[config.mk]
export PLATFORM = sky130hd
export DESIGN_NAME = path_string_tokenizer_top_flat
export DESIGN_NICKNAME = d
export VERILOG_FILES = /design/src/pst_pkg.sv /design/src/pst_in_if.sv /design/src/pst_out_if.sv /design/src/pst_front.sv /design/src/pst_queue.sv /design/src/pst_core.sv /design/src/path_string_tokenizer_top.sv /design/src/flat_wrapper.sv
export SDC_FILE = /design/constraint.sdc
export NUM_CORES = 1
export LEC_CHECK = 0
export BUFFER_PORTS_ARGS = -buffer_cell sky130_fd_sc_hd__clkbuf_2
export CAP_MARGIN = 20
export CELL_PAD_IN_SITES_DETAIL_PLACEMENT = 1
export CELL_PAD_IN_SITES_GLOBAL_PLACEMENT = 1
export CORE_MARGIN = 4
export CORE_UTILIZATION = 43
export CTS_BUF_LIST = sky130_fd_sc_hd__clkbuf_4
export DETAILED_ROUTE_END_ITERATION = 8
export HOLD_SLACK_MARGIN = 0.06
export PLACE_DENSITY_LB_ADDON = 0.1
export SLEW_MARGIN = 20
export SYNTH_ARGS = -nofsm -noshare
export SYNTH_HDL_FRONTEND = slang
export SYNTH_SLANG_ARGS = --single-unit
[constraint.sdc]
create_clock -name clk -period 7.4 [get_ports clk]
set_input_delay 0.37 -clock clk [delete_from_list [all_inputs] [get_ports clk]]
set_output_delay 0.37 -clock clk [all_outputs]
set_load 0.005 [all_outputs]
[src/pst_pkg.sv]
// shared types and constants for the path string tokenizer
// no dependencies; compiled before every other file of the block
package pst_pkg;

  localparam int CH_W    = 8;
  localparam int START_W = 12;
  localparam int LEN_W   = 13;
  localparam int COUNT_W = 12;

  // depth of the queue between classifier and tokenizer core
  localparam int QUEUE_DEPTH = 4;
  localparam int QPTR_W      = $clog2(QUEUE_DEPTH);

  localparam logic [CH_W-1:0] CH_SLASH  = 8'h2F;
  localparam logic [CH_W-1:0] CH_BSLASH = 8'h5C;
  localparam logic [CH_W-1:0] CH_DOT    = 8'h2E;
  localparam logic [CH_W-1:0] CH_USCORE = 8'h5F;
  localparam logic [CH_W-1:0] CH_DASH   = 8'h2D;

  // character class of one beat as the core sees it
  typedef struct packed {
    logic last;
    logic sep;
    logic slash;
    logic dot;
    logic bad_char;
  } cls_t;

  // queue head as seen by the core
  typedef struct packed {
    logic valid;
    cls_t data;
  } qhead_t;

  typedef struct packed {
    logic [START_W-1:0] comp_start;
    logic [LEN_W-1:0]   comp_length;
    logic               is_final;
    logic               valid_res;
    logic               has_root;
    logic               ends_with_sep;
    logic [COUNT_W-1:0] comp_count;
    logic               has_file_name;
    logic [LEN_W-1:0]   title_length;
    logic               has_extension;
    logic [LEN_W-1:0]   dir_length;
    logic [LEN_W-1:0]   path_length;
  } res_t;

endpackage

[src/pst_in_if.sv]
// character channel: valid/ready with one path character per beat
// depends on pst_pkg
interface pst_in_if;
  import pst_pkg::*;

  logic            valid;
  logic            ready;
  logic [CH_W-1:0] ch;
  logic            last;

  modport source (output valid, ch, last, input ready);
  modport sink   (input valid, ch, last, output ready);
endinterface

[src/pst_out_if.sv]
// result channel: valid/ready with one component or summary per beat
// depends on pst_pkg
interface pst_out_if;
  import pst_pkg::*;

  logic               valid;
  logic               ready;
  logic [START_W-1:0] comp_start;
  logic [LEN_W-1:0]   comp_length;
  logic               is_final;
  logic               valid_res;
  logic               has_root;
  logic               ends_with_sep;
  logic [COUNT_W-1:0] comp_count;
  logic               has_file_name;
  logic [LEN_W-1:0]   title_length;
  logic               has_extension;
  logic [LEN_W-1:0]   dir_length;
  logic [LEN_W-1:0]   path_length;

  modport source (output valid, comp_start, comp_length, is_final, valid_res, has_root,
                  ends_with_sep, comp_count, has_file_name, title_length, has_extension,
                  dir_length, path_length, input ready);
  modport sink   (input valid, comp_start, comp_length, is_final, valid_res, has_root,
                  ends_with_sep, comp_count, has_file_name, title_length, has_extension,
                  dir_length, path_length, output ready);
endinterface

[src/pst_front.sv]
// front end: takes character beats and classifies them for the queue
// depends on pst_pkg and pst_in_if
module pst_front (
  pst_in_if.sink       in_bus,
  input  logic         q_full,
  output logic         push,
  output pst_pkg::cls_t push_data
);
  import pst_pkg::*;

  logic is_alpha;
  logic is_digit;
  logic is_punct;
  logic sep;

  always_comb begin
    is_alpha = ((in_bus.ch >= 8'h61) && (in_bus.ch <= 8'h7A)) ||
               ((in_bus.ch >= 8'h41) && (in_bus.ch <= 8'h5A));
    is_digit = (in_bus.ch >= 8'h30) && (in_bus.ch <= 8'h39);
    sep      = (in_bus.ch == CH_SLASH) || (in_bus.ch == CH_BSLASH);
    is_punct = (in_bus.ch == CH_USCORE) || (in_bus.ch == CH_DASH) || (in_bus.ch == CH_DOT);

    push_data.last     = in_bus.last;
    push_data.sep      = sep;
    push_data.slash    = (in_bus.ch == CH_SLASH);
    push_data.dot      = (in_bus.ch == CH_DOT);
    push_data.bad_char = !(is_alpha || is_digit || is_punct || sep);
  end

  assign in_bus.ready = !q_full;
  assign push         = in_bus.valid && !q_full;

endmodule

[src/pst_queue.sv]
// short queue of classified beats between front end and core
// depends on pst_pkg
module pst_queue (
  input  logic           clk,
  input  logic           rst_n,
  input  logic           push,
  input  pst_pkg::cls_t  push_data,
  input  logic           pop,
  output logic           full,
  output pst_pkg::qhead_t head
);
  import pst_pkg::*;

  cls_t              mem [QUEUE_DEPTH];
  logic [QPTR_W-1:0] wr_ptr_r, wr_ptr_nxt;
  logic [QPTR_W-1:0] rd_ptr_r, rd_ptr_nxt;
  logic [QPTR_W:0]   fill_r, fill_nxt;
  logic              do_pop;

  assign full       = (fill_r == (QPTR_W+1)'(QUEUE_DEPTH));
  assign head.valid = (fill_r != '0);
  assign head.data  = mem[rd_ptr_r];
  assign do_pop     = pop && head.valid;

  always_comb begin
    wr_ptr_nxt = push ? wr_ptr_r + 1'b1 : wr_ptr_r;
    rd_ptr_nxt = do_pop ? rd_ptr_r + 1'b1 : rd_ptr_r;
    fill_nxt   = fill_r;
    if (push && !do_pop) begin
      fill_nxt = fill_r + 1'b1;
    end else if (!push && do_pop) begin
      fill_nxt = fill_r - 1'b1;
    end
  end

  always_ff @(posedge clk) begin
    if (!rst_n) begin
      wr_ptr_r <= '0;
      rd_ptr_r <= '0;
      fill_r   <= '0;
    end else begin
      wr_ptr_r <= wr_ptr_nxt;
      rd_ptr_r <= rd_ptr_nxt;
      fill_r   <= fill_nxt;
    end
  end

  always_ff @(posedge clk) begin
    if (push) begin
      mem[wr_ptr_r] <= push_data;
    end
  end

endmodule

[src/pst_core.sv]
// tokenizer core: running path state, component and summary results
// depends on pst_pkg and pst_out_if; fed from pst_queue
module pst_core #(
  parameter int MAX_PATH_LEN = 4096
) (
  input  logic            clk,
  input  logic            rst_n,
  input  pst_pkg::qhead_t head,
  output logic            pop,
  pst_out_if.source       out_bus
);
  import pst_pkg::*;

  localparam int PW        = $clog2(MAX_PATH_LEN + 1);
  localparam int COUNT_CAP = (MAX_PATH_LEN + 1) / 2;
  localparam int CW        = $clog2(COUNT_CAP + 1);
  localparam logic [PW-1:0] MAX_P = PW'(MAX_PATH_LEN);
  localparam logic [CW-1:0] CAP_C = CW'(COUNT_CAP);

  logic [PW-1:0] pos_r, pos_nxt;
  logic          prev_sep_r, prev_sep_nxt;
  logic          root_r, root_nxt;
  logic          bad_r, bad_nxt;
  logic [CW-1:0] cnt_r, cnt_nxt;
  logic [PW-1:0] cstart_r, cstart_nxt;
  logic [PW-1:0] dot_off_r, dot_off_nxt;
  logic          dot_r, dot_nxt;
  logic [PW-1:0] slash_end_r, slash_end_nxt;

  logic          out_valid_r, out_valid_nxt;
  res_t          res_r, res_nxt;

  cls_t          c;
  logic [PW-1:0] next_pos;
  logic [PW:0]   clen;
  logic          has_comp;
  logic [CW-1:0] cnt_upd;
  logic          bad_upd, root_upd, dot_upd, fname;
  logic [PW-1:0] dot_off_upd, slash_upd;
  logic          emit;

  assign c   = head.data;
  assign pop = head.valid && (!out_valid_r || out_bus.ready);

  always_comb begin
    next_pos    = (pos_r < MAX_P) ? pos_r + 1'b1 : MAX_P;
    bad_upd     = bad_r || c.bad_char || (c.sep && prev_sep_r) || (pos_r >= MAX_P);
    root_upd    = root_r || ((pos_r == '0) && c.sep);
    dot_upd     = c.dot ? 1'b1 : dot_r;
    dot_off_upd = c.dot ? pos_r - cstart_r : dot_off_r;
    slash_upd   = c.slash ? next_pos : slash_end_r;
    // separator does not belong to the component it closes
    clen        = c.sep ? {1'b0, pos_r} - {1'b0, cstart_r}
                        : {1'b0, pos_r} + 1'b1 - {1'b0, cstart_r};
    has_comp    = (clen != '0);
    cnt_upd     = (has_comp && (cnt_r < CAP_C)) ? cnt_r + 1'b1 : cnt_r;
    fname       = !c.sep && (cnt_upd != '0);
    emit        = c.last || (c.sep && has_comp);

    pos_nxt       = pos_r;
    prev_sep_nxt  = prev_sep_r;
    root_nxt      = root_r;
    bad_nxt       = bad_r;
    cnt_nxt       = cnt_r;
    cstart_nxt    = cstart_r;
    dot_off_nxt   = dot_off_r;
    dot_nxt       = dot_r;
    slash_end_nxt = slash_end_r;

    res_nxt = '0;
    if (has_comp && (!c.last || !bad_upd)) begin
      res_nxt.comp_start  = START_W'(cstart_r);
      res_nxt.comp_length = LEN_W'(clen);
    end
    if (c.last) begin
      res_nxt.is_final    = 1'b1;
      res_nxt.path_length = LEN_W'(next_pos);
      if (!bad_upd) begin
        res_nxt.valid_res     = 1'b1;
        res_nxt.has_root      = root_upd;
        res_nxt.ends_with_sep = c.sep;
        res_nxt.comp_count    = COUNT_W'(cnt_upd);
        res_nxt.has_file_name = fname;
        if (fname) begin
          res_nxt.title_length  = dot_upd ? LEN_W'(dot_off_upd) : LEN_W'(clen);
          res_nxt.has_extension = dot_upd;
        end
        res_nxt.dir_length = LEN_W'(slash_upd);
      end
    end

    if (pop) begin
      if (c.last) begin
        // path done, back to the reset state for the next one
        pos_nxt       = '0;
        prev_sep_nxt  = 1'b0;
        root_nxt      = 1'b0;
        bad_nxt       = 1'b0;
        cnt_nxt       = '0;
        cstart_nxt    = '0;
        dot_off_nxt   = '0;
        dot_nxt       = 1'b0;
        slash_end_nxt = '0;
      end else begin
        pos_nxt       = next_pos;
        prev_sep_nxt  = c.sep;
        root_nxt      = root_upd;
        bad_nxt       = bad_upd;
        slash_end_nxt = slash_upd;
        if (c.sep) begin
          cnt_nxt     = cnt_upd;
          cstart_nxt  = next_pos;
          dot_nxt     = 1'b0;
          dot_off_nxt = '0;
        end else begin
          dot_nxt     = dot_upd;
          dot_off_nxt = dot_off_upd;
        end
      end
    end

    if (pop && emit) begin
      out_valid_nxt = 1'b1;
    end else if (out_bus.ready) begin
      out_valid_nxt = 1'b0;
    end else begin
      out_valid_nxt = out_valid_r;
    end
  end

  always_ff @(posedge clk) begin
    if (!rst_n) begin
      pos_r       <= '0;
      prev_sep_r  <= 1'b0;
      root_r      <= 1'b0;
      bad_r       <= 1'b0;
      cnt_r       <= '0;
      cstart_r    <= '0;
      dot_off_r   <= '0;
      dot_r       <= 1'b0;
      slash_end_r <= '0;
      out_valid_r <= 1'b0;
    end else begin
      pos_r       <= pos_nxt;
      prev_sep_r  <= prev_sep_nxt;
      root_r      <= root_nxt;
      bad_r       <= bad_nxt;
      cnt_r       <= cnt_nxt;
      cstart_r    <= cstart_nxt;
      dot_off_r   <= dot_off_nxt;
      dot_r       <= dot_nxt;
      slash_end_r <= slash_end_nxt;
      out_valid_r <= out_valid_nxt;
    end
  end

  always_ff @(posedge clk) begin
    if (pop && emit) begin
      res_r <= res_nxt;
    end
  end

  assign out_bus.valid         = out_valid_r;
  assign out_bus.comp_start    = res_r.comp_start;
  assign out_bus.comp_length   = res_r.comp_length;
  assign out_bus.is_final      = res_r.is_final;
  assign out_bus.valid_res     = res_r.valid_res;
  assign out_bus.has_root      = res_r.has_root;
  assign out_bus.ends_with_sep = res_r.ends_with_sep;
  assign out_bus.comp_count    = res_r.comp_count;
  assign out_bus.has_file_name = res_r.has_file_name;
  assign out_bus.title_length  = res_r.title_length;
  assign out_bus.has_extension = res_r.has_extension;
  assign out_bus.dir_length    = res_r.dir_length;
  assign out_bus.path_length   = res_r.path_length;

endmodule

[src/path_string_tokenizer_top.sv]
// path tokenizer top level: classifier, four-entry queue, tokenizer core
// the queue registers each beat, then the core registers its result in the result register
// throughput: one character per cycle unless the output stalls; path state updates on each pop
// in_bus.ready drops only when the four-entry queue is full, i.e. the output stalls
// reset: synchronous active-low rst_n empties the queue and the output register
// and clears all path state; no clearing pass is needed
module path_string_tokenizer_top #(
  parameter int MAX_PATH_LEN = 4096
) (
  input  logic      clk,
  input  logic      rst_n,
  pst_in_if.sink    in_bus,
  pst_out_if.source out_bus
);
  import pst_pkg::*;

  logic   q_full;
  logic   push;
  cls_t   push_data;
  logic   pop;
  qhead_t head;

  pst_front u_front (
    .in_bus    (in_bus),
    .q_full    (q_full),
    .push      (push),
    .push_data (push_data)
  );

  pst_queue u_queue (
    .clk       (clk),
    .rst_n     (rst_n),
    .push      (push),
    .push_data (push_data),
    .pop       (pop),
    .full      (q_full),
    .head      (head)
  );

  pst_core #(
    .MAX_PATH_LEN (MAX_PATH_LEN)
  ) u_core (
    .clk     (clk),
    .rst_n   (rst_n),
    .head    (head),
    .pop     (pop),
    .out_bus (out_bus)
  );

endmodule

[src/flat_wrapper.sv]
// flat-port wrapper written by rule: the top's interface ports become plain ports
module path_string_tokenizer_top_flat import pst_pkg::*;
#(
  parameter int MAX_PATH_LEN = 4096
)
  (clk, rst_n, in_bus_valid, in_bus_ch, in_bus_last, in_bus_ready, out_bus_valid, out_bus_comp_start, out_bus_comp_length, out_bus_is_final, out_bus_valid_res, out_bus_has_root, out_bus_ends_with_sep, out_bus_comp_count, out_bus_has_file_name, out_bus_title_length, out_bus_has_extension, out_bus_dir_length, out_bus_path_length, out_bus_ready);
  pst_in_if in_bus_i ();
  pst_out_if out_bus_i ();
  input  logic clk;
  input  logic rst_n;
  input wire logic [$bits(in_bus_i.valid)-1:0] in_bus_valid;
  input wire logic [$bits(in_bus_i.ch)-1:0] in_bus_ch;
  input wire logic [$bits(in_bus_i.last)-1:0] in_bus_last;
  output wire logic [$bits(in_bus_i.ready)-1:0] in_bus_ready;
  output wire logic [$bits(out_bus_i.valid)-1:0] out_bus_valid;
  output wire logic [$bits(out_bus_i.comp_start)-1:0] out_bus_comp_start;
  output wire logic [$bits(out_bus_i.comp_length)-1:0] out_bus_comp_length;
  output wire logic [$bits(out_bus_i.is_final)-1:0] out_bus_is_final;
  output wire logic [$bits(out_bus_i.valid_res)-1:0] out_bus_valid_res;
  output wire logic [$bits(out_bus_i.has_root)-1:0] out_bus_has_root;
  output wire logic [$bits(out_bus_i.ends_with_sep)-1:0] out_bus_ends_with_sep;
  output wire logic [$bits(out_bus_i.comp_count)-1:0] out_bus_comp_count;
  output wire logic [$bits(out_bus_i.has_file_name)-1:0] out_bus_has_file_name;
  output wire logic [$bits(out_bus_i.title_length)-1:0] out_bus_title_length;
  output wire logic [$bits(out_bus_i.has_extension)-1:0] out_bus_has_extension;
  output wire logic [$bits(out_bus_i.dir_length)-1:0] out_bus_dir_length;
  output wire logic [$bits(out_bus_i.path_length)-1:0] out_bus_path_length;
  input wire logic [$bits(out_bus_i.ready)-1:0] out_bus_ready;
  assign in_bus_i.valid = in_bus_valid;
  assign in_bus_i.ch = in_bus_ch;
  assign in_bus_i.last = in_bus_last;
  assign in_bus_ready = in_bus_i.ready;
  assign out_bus_valid = out_bus_i.valid;
  assign out_bus_comp_start = out_bus_i.comp_start;
  assign out_bus_comp_length = out_bus_i.comp_length;
  assign out_bus_is_final = out_bus_i.is_final;
  assign out_bus_valid_res = out_bus_i.valid_res;
  assign out_bus_has_root = out_bus_i.has_root;
  assign out_bus_ends_with_sep = out_bus_i.ends_with_sep;
  assign out_bus_comp_count = out_bus_i.comp_count;
  assign out_bus_has_file_name = out_bus_i.has_file_name;
  assign out_bus_title_length = out_bus_i.title_length;
  assign out_bus_has_extension = out_bus_i.has_extension;
  assign out_bus_dir_length = out_bus_i.dir_length;
  assign out_bus_path_length = out_bus_i.path_length;
  assign out_bus_i.ready = out_bus_ready;
  path_string_tokenizer_top #(.MAX_PATH_LEN(MAX_PATH_LEN)) u_core (.clk(clk), .rst_n(rst_n), .in_bus(in_bus_i), .out_bus(out_bus_i));
endmodule
Word-level counts from Yosys, hierarchy flattened. Memories as Yosys holds them, arrays and structs flattened. A register that Yosys moved wholly into a read port is not among the register bits. Index checks and enable logic that the tools add are counted.

Flip-flop bits (word level): 158. Bits in writable memories: 20. Input port bits: 13. Output and inout port bits: 84. Word-level logic and storage cells: 131. Memories kept: 1.

$add $sub $neg: 10. Magnitude comparators: 9. Eq/ne operators: 6. Mux-type cells: 31. Bitwise logic cells: 2. Reductions and logical operators: 47.

Memories: u_core.u_queue.mem (words 4, width 5, read ports 1, clocked after Yosys merged registers in 1, write ports 1, line pst_queue.sv:14) `cls_t mem [QUEUE_DEPTH];`.

Operators with widths (number): two-way mux 13 bit (10); two-way mux 57 bit (1); two-way mux 43 bit (1); two-way mux 12 bit (3); two-way mux 14 bit (2); == test 8 x 6 -> 1 bit (second input constant) (3); == test 8 x 7 -> 1 bit (second input constant) (2); greater-or-equal comparator 8 x 7 -> 1 bit (second input constant) (2); less-or-equal comparator 8 x 7 -> 1 bit (second input constant) (2); logical AND 1 bit (15); adder 13 x 1 -> 14 bit (second input constant) (1); logical OR 1 bit (14); nonzero test 14 bit (1); subtractor 13 x 13 -> 14 bit (1); subtractor 14 x 13 -> 14 bit (1); adder 13 x 1 -> 13 bit (second input constant) (1); greater-or-equal comparator 13 bit (second input constant) (1); zero test 13 bit (1); less-than comparator 13 bit (second input constant) (1); subtractor 13 bit (1); adder 12 x 1 -> 12 bit (second input constant) (1); less-than comparator 12 bit (second input constant) (1); nonzero test 12 bit (1); two-way mux 1 bit (10); other kinds (15) (28).

Depth between registers and ports, before layout.
Depth in word-level cells: 11. Depth in mapped cells: 18. Gate-level depth less buffers: 16.

Modules after synthesis. A second synthesis with hierarchy kept.

Cells, all modules: 955. Area, all modules: 9705.6 um^2.

Modules (own cells, without submodules): pst_core (instances 1, cells each 859, area each 8314.2 um^2, sequential area each 3843.7 um^2); pst_queue (instances 1, cells each 69, area each 1196.1 um^2, sequential area each 780.7 um^2); pst_front (instances 1, cells each 27, area each 195.2 um^2, sequential area each 0.0 um^2).

Worst setup path before layout. Ideal clock, no wire load.

Path type: reg-to-reg. Start point: register u_core.u_core.pos_r[1]. End point: register u_core.u_core.res_r, in the netlist u_core.u_core.out_bus.comp_count[0], enable pin. Setup time: 0.551 ns. Arrival time: 6.714 ns. Required time: 6.849 ns. Slack: 0.135 ns. Stages on the path, launching flop included: 14. Path buffers: 0. Clock period less this slack: 7.265 ns. Cell sequence: dfxtp_1 > inv_1 > ha_1 > inv_1 > ha_1 > fa_1 > nand2b_4 > a211oi_2 > o21a_1 > a311oi_1 > and4b_1 > o211ai_1 > o21ai_0 > a21oi_1.

Word-level cells in the longest chain between the ends: 7. Elaborated cells on any way between the ends: 8. Those cells by class: add/sub: 3; mux: 1; reduce/logical: 4.

Ends and longest elaborated chain: start: declaration (line pst_core.sv:20) `logic [PW-1:0] pos_r, pos_nxt;`; start signal: assignment (line pst_core.sv:144) `pos_r <= pos_nxt;`; adder 13 x 1 -> 14 bit (line pst_core.sv:54) `: {1'b0, pos_r} + 1'b1 - {1'b0, cstart_r};`; subtractor 14 x 13 -> 14 bit (line pst_core.sv:54); two-way mux 14 bit (*) (line pst_core.sv:53) `clen = c.sep ? {1'b0, pos_r} - {1'b0, cstart_r}`; nonzero test 14 bit (*) (line pst_core.sv:55) `has_comp = (clen != '0);`; logical AND 1 bit (*) (line pst_core.sv:58) `emit = c.last || (c.sep && has_comp);`; logical OR 1 bit (*) (line pst_core.sv:58); logical AND 1 bit (*) (line pst_core.sv:158) `if (pop && emit) begin`; end signal: assignment (line pst_core.sv:159) `res_r <= res_nxt;`; end: declaration (line pst_core.sv:31) `res_t res_r, res_nxt;`.

Mark *: on every way between the ends. The rest lies on a longest branch, timed or not. A chain may end at the register's enable or synchronous reset.

Worst setup path after layout.
Start point: register u_core.u_core.pos_r[2]. End point: register u_core.u_core.res_r, in the netlist u_core.u_core.out_bus.title_length[11] (data pin).

Word-level cells in the longest chain between the ends: 10. Elaborated cells on any way between the ends: 16. Those cells by class: add/sub: 4; order compare: 1; mux: 4; bitwise: 1; reduce/logical: 6.

Ends and longest elaborated chain: adder 13 x 1 -> 14 bit (line pst_core.sv:54); subtractor 14 x 13 -> 14 bit (line pst_core.sv:54); two-way mux 14 bit (line pst_core.sv:53); nonzero test 14 bit (line pst_core.sv:55); logical AND 1 bit (line pst_core.sv:56) `cnt_upd = (has_comp && (cnt_r < CAP_C)) ? cnt_r + 1'b1 : cnt_r;`; two-way mux 12 bit (line pst_core.sv:56); nonzero test 12 bit (line pst_core.sv:57) `fname = !c.sep && (cnt_upd != '0);`; logical AND 1 bit (line pst_core.sv:57); NOT 1 bit (no source line); OR reduction 3 bit (no source line).

Parallel ways exist; a longest one is shown, timed or not.

==> key figures <==
Run status
  • Status: finished, final reports clean

Power and ir drop
  • Leakage power: 4.14 nW
  • Pwr Total: 0.00375 W
  • Cell Pwr Density: 353 nW/um^2
  • Worst-case vdd ir drop: 0.183 mV

Place
  • Final Wtd Congestion: 0.889
  • Dpl ws: around 2400 ps
  • Post-placement cell count: 1298
  • Detailed Place HPWL: 20.3 mm
  • Port bufs: 96

GRT
  • Met3 Use GR: 3.19%
  • Met1 Resource Use GR: 29.0%
  • GRT Overall Usage: 22.1%
  • Antenna violations before repair: 2
  • Global route total overflow: 0
  • Most Crowded Layer GR: met2
  • Vias in the first global route: between 7000 and 8000
  • GR Util met2: 38.5%
  • Pin count of the biggest net entering global routing: 57
  • First-pass GRT wire length: 42.3 mm

Yosys
  • Asr flop ratio synth: 0%
  • Synthesized area: roughly 9600 sq um
  • Mux cell area share after synthesis: under 10%
  • Synth Area in Simple Gates: 19.4%
  • Largest family of logic cells by synthesized area: simple AND/OR/NAND/NOR gates
  • Cell variety after synth: 76
  • Post-synthesis xor/xnor area fraction: under 10%
  • Post-Synth Adder-Cell Area: between 7 and 8%
  • EDFF count, synth: just over 100
  • Synth Area in Compound Gates: 12.6%
  • Seq/Total Area, Yosys: 48.2%
  • Synthesized Nets: 1020
  • Post-Syn Instances: about 960
  • Synthesized area per cell: ~10 sq um
  • Synth warn: 0
  • Top FF cell, synth: edfxtp_1
  • Synthesis-stage register bit count: 180

Drt
  • # DRC: 0
  • DRT iter0 DRCs: between 300 and 400
  • Vias: between 7000 and 8000
  • Vias per inst: 5.58
  • First-pass DRT Iterations: 5
  • WL per Instance: 20.3 microns
  • WL final: 27.1 mm
  • Routed Antenna Nets: 0

Final layout
  • Layout cells sized above 1: about 16%
  • Final nets: 1100
  • Area Overhead vs Synth: 10.7%
  • Commonest non-fill, non-tap cell in the layout: nor2_1
  • Non-Filler Instances: 1334
  • Most frequent cells in the layout: nor2_1 (115), edfxtp_1 (102), clkbuf_2 (96)

STA
  • Measured slew at the worst slew-check pin: 1090 ps
  • Fin Setup TNS: 0 ps
  • Final Slew Violations: 0
  • Period utilisation layout: 67.5%
  • Final worst setup slack: 2410 ps
  • Relative slew slack: 27.0%
  • Final setup vio count: 0
  • Unrepaired setup endpoints after global routing: no
  • Final Hold Fails: 0
  • Skew final: between 20 and 25 ps
  • Fin crit period: around 5000 ps
  • Fmax achieved: 200 MHz

Clock network
  • Root buf cell: clkbuf_4
  • H-Tree Depth: 4
  • Post-CTS Setup Bufs: 0
  • CTS tree: done
  • CTS sink count: 180
  • Clock Latency Late Sink: 620 ps
  • Reg clk slew, reported paths: 160 ps
  • Bufs on Longest Clock Path: 2
  • TritonCTS buffer count: 17
  • Post-CTS sizing: 0
  • Hold_buf cts: 2

Die
  • FP Rows: 54
  • Initial core utilization: 43.8%
  • Die footprint: 24800 sq um
  • Core Footprint: approximately 22000 sq um
  • Die Wd: ~160 microns
  • IO Count: 97
  • Die height: between 150 and 200 microns

Run
  • Max-cap violation count: 0

Worst setup path
  • Worst Reg-to-Reg Cells: 14
  • CP Capture Type: flip-flop
  • CP Launch Type: flip-flop
  • Critical path data required time: 7730 ps
  • CP Data Arrival Time: around 5300 ps
  • Crit path kind: reg2reg
  • Crit Path Max Fanout: 15

Worst hold path
  • Worst Hold Class: in2reg
  • Hold depth: 2
[metrics by stage]
stage / hold WS, ps / cell area [sq um] / util (%)
6_report: 168 / 10600 / 48.5
5_1_grt: 149 / 10600 / 48.5
4_1_cts: 130 / 10600 / 48.5
3_5_place_dp: 453 / 10300 / 47.1
3_3_place_gp: 440 / 10300 / 47.1
2_1_floorplan: 432 / 9600 / -
[cells in the mapped netlist, types with 2 or more instances]
master,count,share of area (%)
nand3b_1,2,0.16
or4_1,4,0.31
mux2_2,3,0.35
dfxtp_1,78,16
o21ai_0,45,2.3
o211ai_1,7,0.55
mux4_2,3,0.70
a32oi_1,2,0.18
a21oi_1,42,2.2
and2_1,23,1.5
nand4_1,6,0.39
ha_1,35,4.6
nor3_1,23,1.2
a22o_1,2,0.18
a21boi_0,4,0.31
a211oi_2,2,0.26
buf_6,4,0.47
nor2b_1,39,2.5
and4b_1,2,0.21
a22oi_1,31,2.4
nand2b_1,5,0.33
nand3_1,22,1.1
inv_1,41,1.6
nor2_2,3,0.20
o31ai_1,5,0.39
edfxtp_1,102,32
nor3b_1,7,0.55
and3_1,14,0.91
nor2_1,115,4.5
a31oi_1,6,0.39
xor2_1,14,1.3
nor4_1,9,0.59
o21a_1,3,0.23
a21o_1,6,0.47
fa_1,13,2.7
nand2_1,79,3.1
mux2i_1,36,3.8
or2_2,3,0.20
o22ai_1,5,0.33
a211oi_1,7,0.55
or3_1,8,0.52
buf_2,4,0.21
clkbuf_1,37,1.4
xnor2_1,26,2.4
[flip-flops by register name, indices dropped and copies added (netlist names), 2 cells and up, named ones only]
signal and cells:
u_core.u_queue.mem 20, u_core.u_core.cstart_r 13, u_core.u_core.dot_off_r 13, u_core.u_core.out_bus.comp_length 13
u_core.u_core.out_bus.dir_length 13, u_core.u_core.out_bus.path_length 13, u_core.u_core.out_bus.title_length 13, u_core.u_core.pos_r 13
u_core.u_core.slash_end_r 13, u_core.u_core.cnt_r 12, u_core.u_core.out_bus.comp_count 12, u_core.u_core.out_bus.comp_start 12
u_core.u_queue.fill_r 3, u_core.u_queue.rd_ptr_r 2, u_core.u_queue.wr_ptr_r 2
[cell families (layout without fill, tap and decap cells)]
family,Yosys count,after routing
AND/OR/NAND/NOR,373,373
AO/OA/AOI/OAI,185,185
flip-flops,180,180
buffers and inverters,90,183
adder cells (fa/ha/maj),48,48
multiplexers,43,43
XOR/XNOR,40,40
other,0,2
[where the power goes]
group          leakage [nW]  switching [W]  total, W  internal (W)
Sequential             1.63       0.000116   0.00156       0.00144
Combinational          2.36        0.00110   0.00164      0.000540
Clock                 0.149       0.000396  0.000551      0.000155
Total                  4.14        0.00161   0.00375       0.00214
[metal layers]
layer / routed length, microns / part of all wire, %
met5: 0 / 0
met4: 389 / 1.4
met3: 1050 / 3.9
met2: 13600 / 50
met1: 12100 / 45
[critical path: stages (launching register included)]
cell	delay [ps]
dfxtp_1	550
ha_1	320
inv_1	80
fa_1	490
nor2b_1	180
o31ai_2	380
a211oi_1	160
xnor2_1	150
mux2i_1	350
nand4_1	350
o211ai_1	460
mux2i_1	240
nand2_1	100
nor4b_4	790
nor4_1	110
[worst paths after layout]
check                                                            from                                                   end  slack, ps
worst max-delay path              u_core.u_core.pos_r[2]$_SDFFE_PN0P_  u_core.u_core.out_bus.title_length[11]$_SDFFCE_PP0P_       2410
worst min-delay path                                     in_bus_ch[0]                    u_core.u_queue.mem[1][1]$_DFFE_PP_        170
worst max register to register    u_core.u_core.pos_r[2]$_SDFFE_PN0P_  u_core.u_core.out_bus.title_length[11]$_SDFFCE_PP0P_       2410
worst min register to register  u_core.u_core.prev_sep_r$_SDFFE_PN0P_                 u_core.u_core.prev_sep_r$_SDFFE_PN0P_        470
[layout make-up]
type	count	area, sq um
fill	2521	11300
sequential	180	4620
multi-input combinational	689	4620
timing repair buffer	109	583
tap	280	350
inverter	42	158
clock inverter	14	141
clock buffer	18	135
antenna	2	5.00
Note: power is estimated with default switching activity, not from simulation.
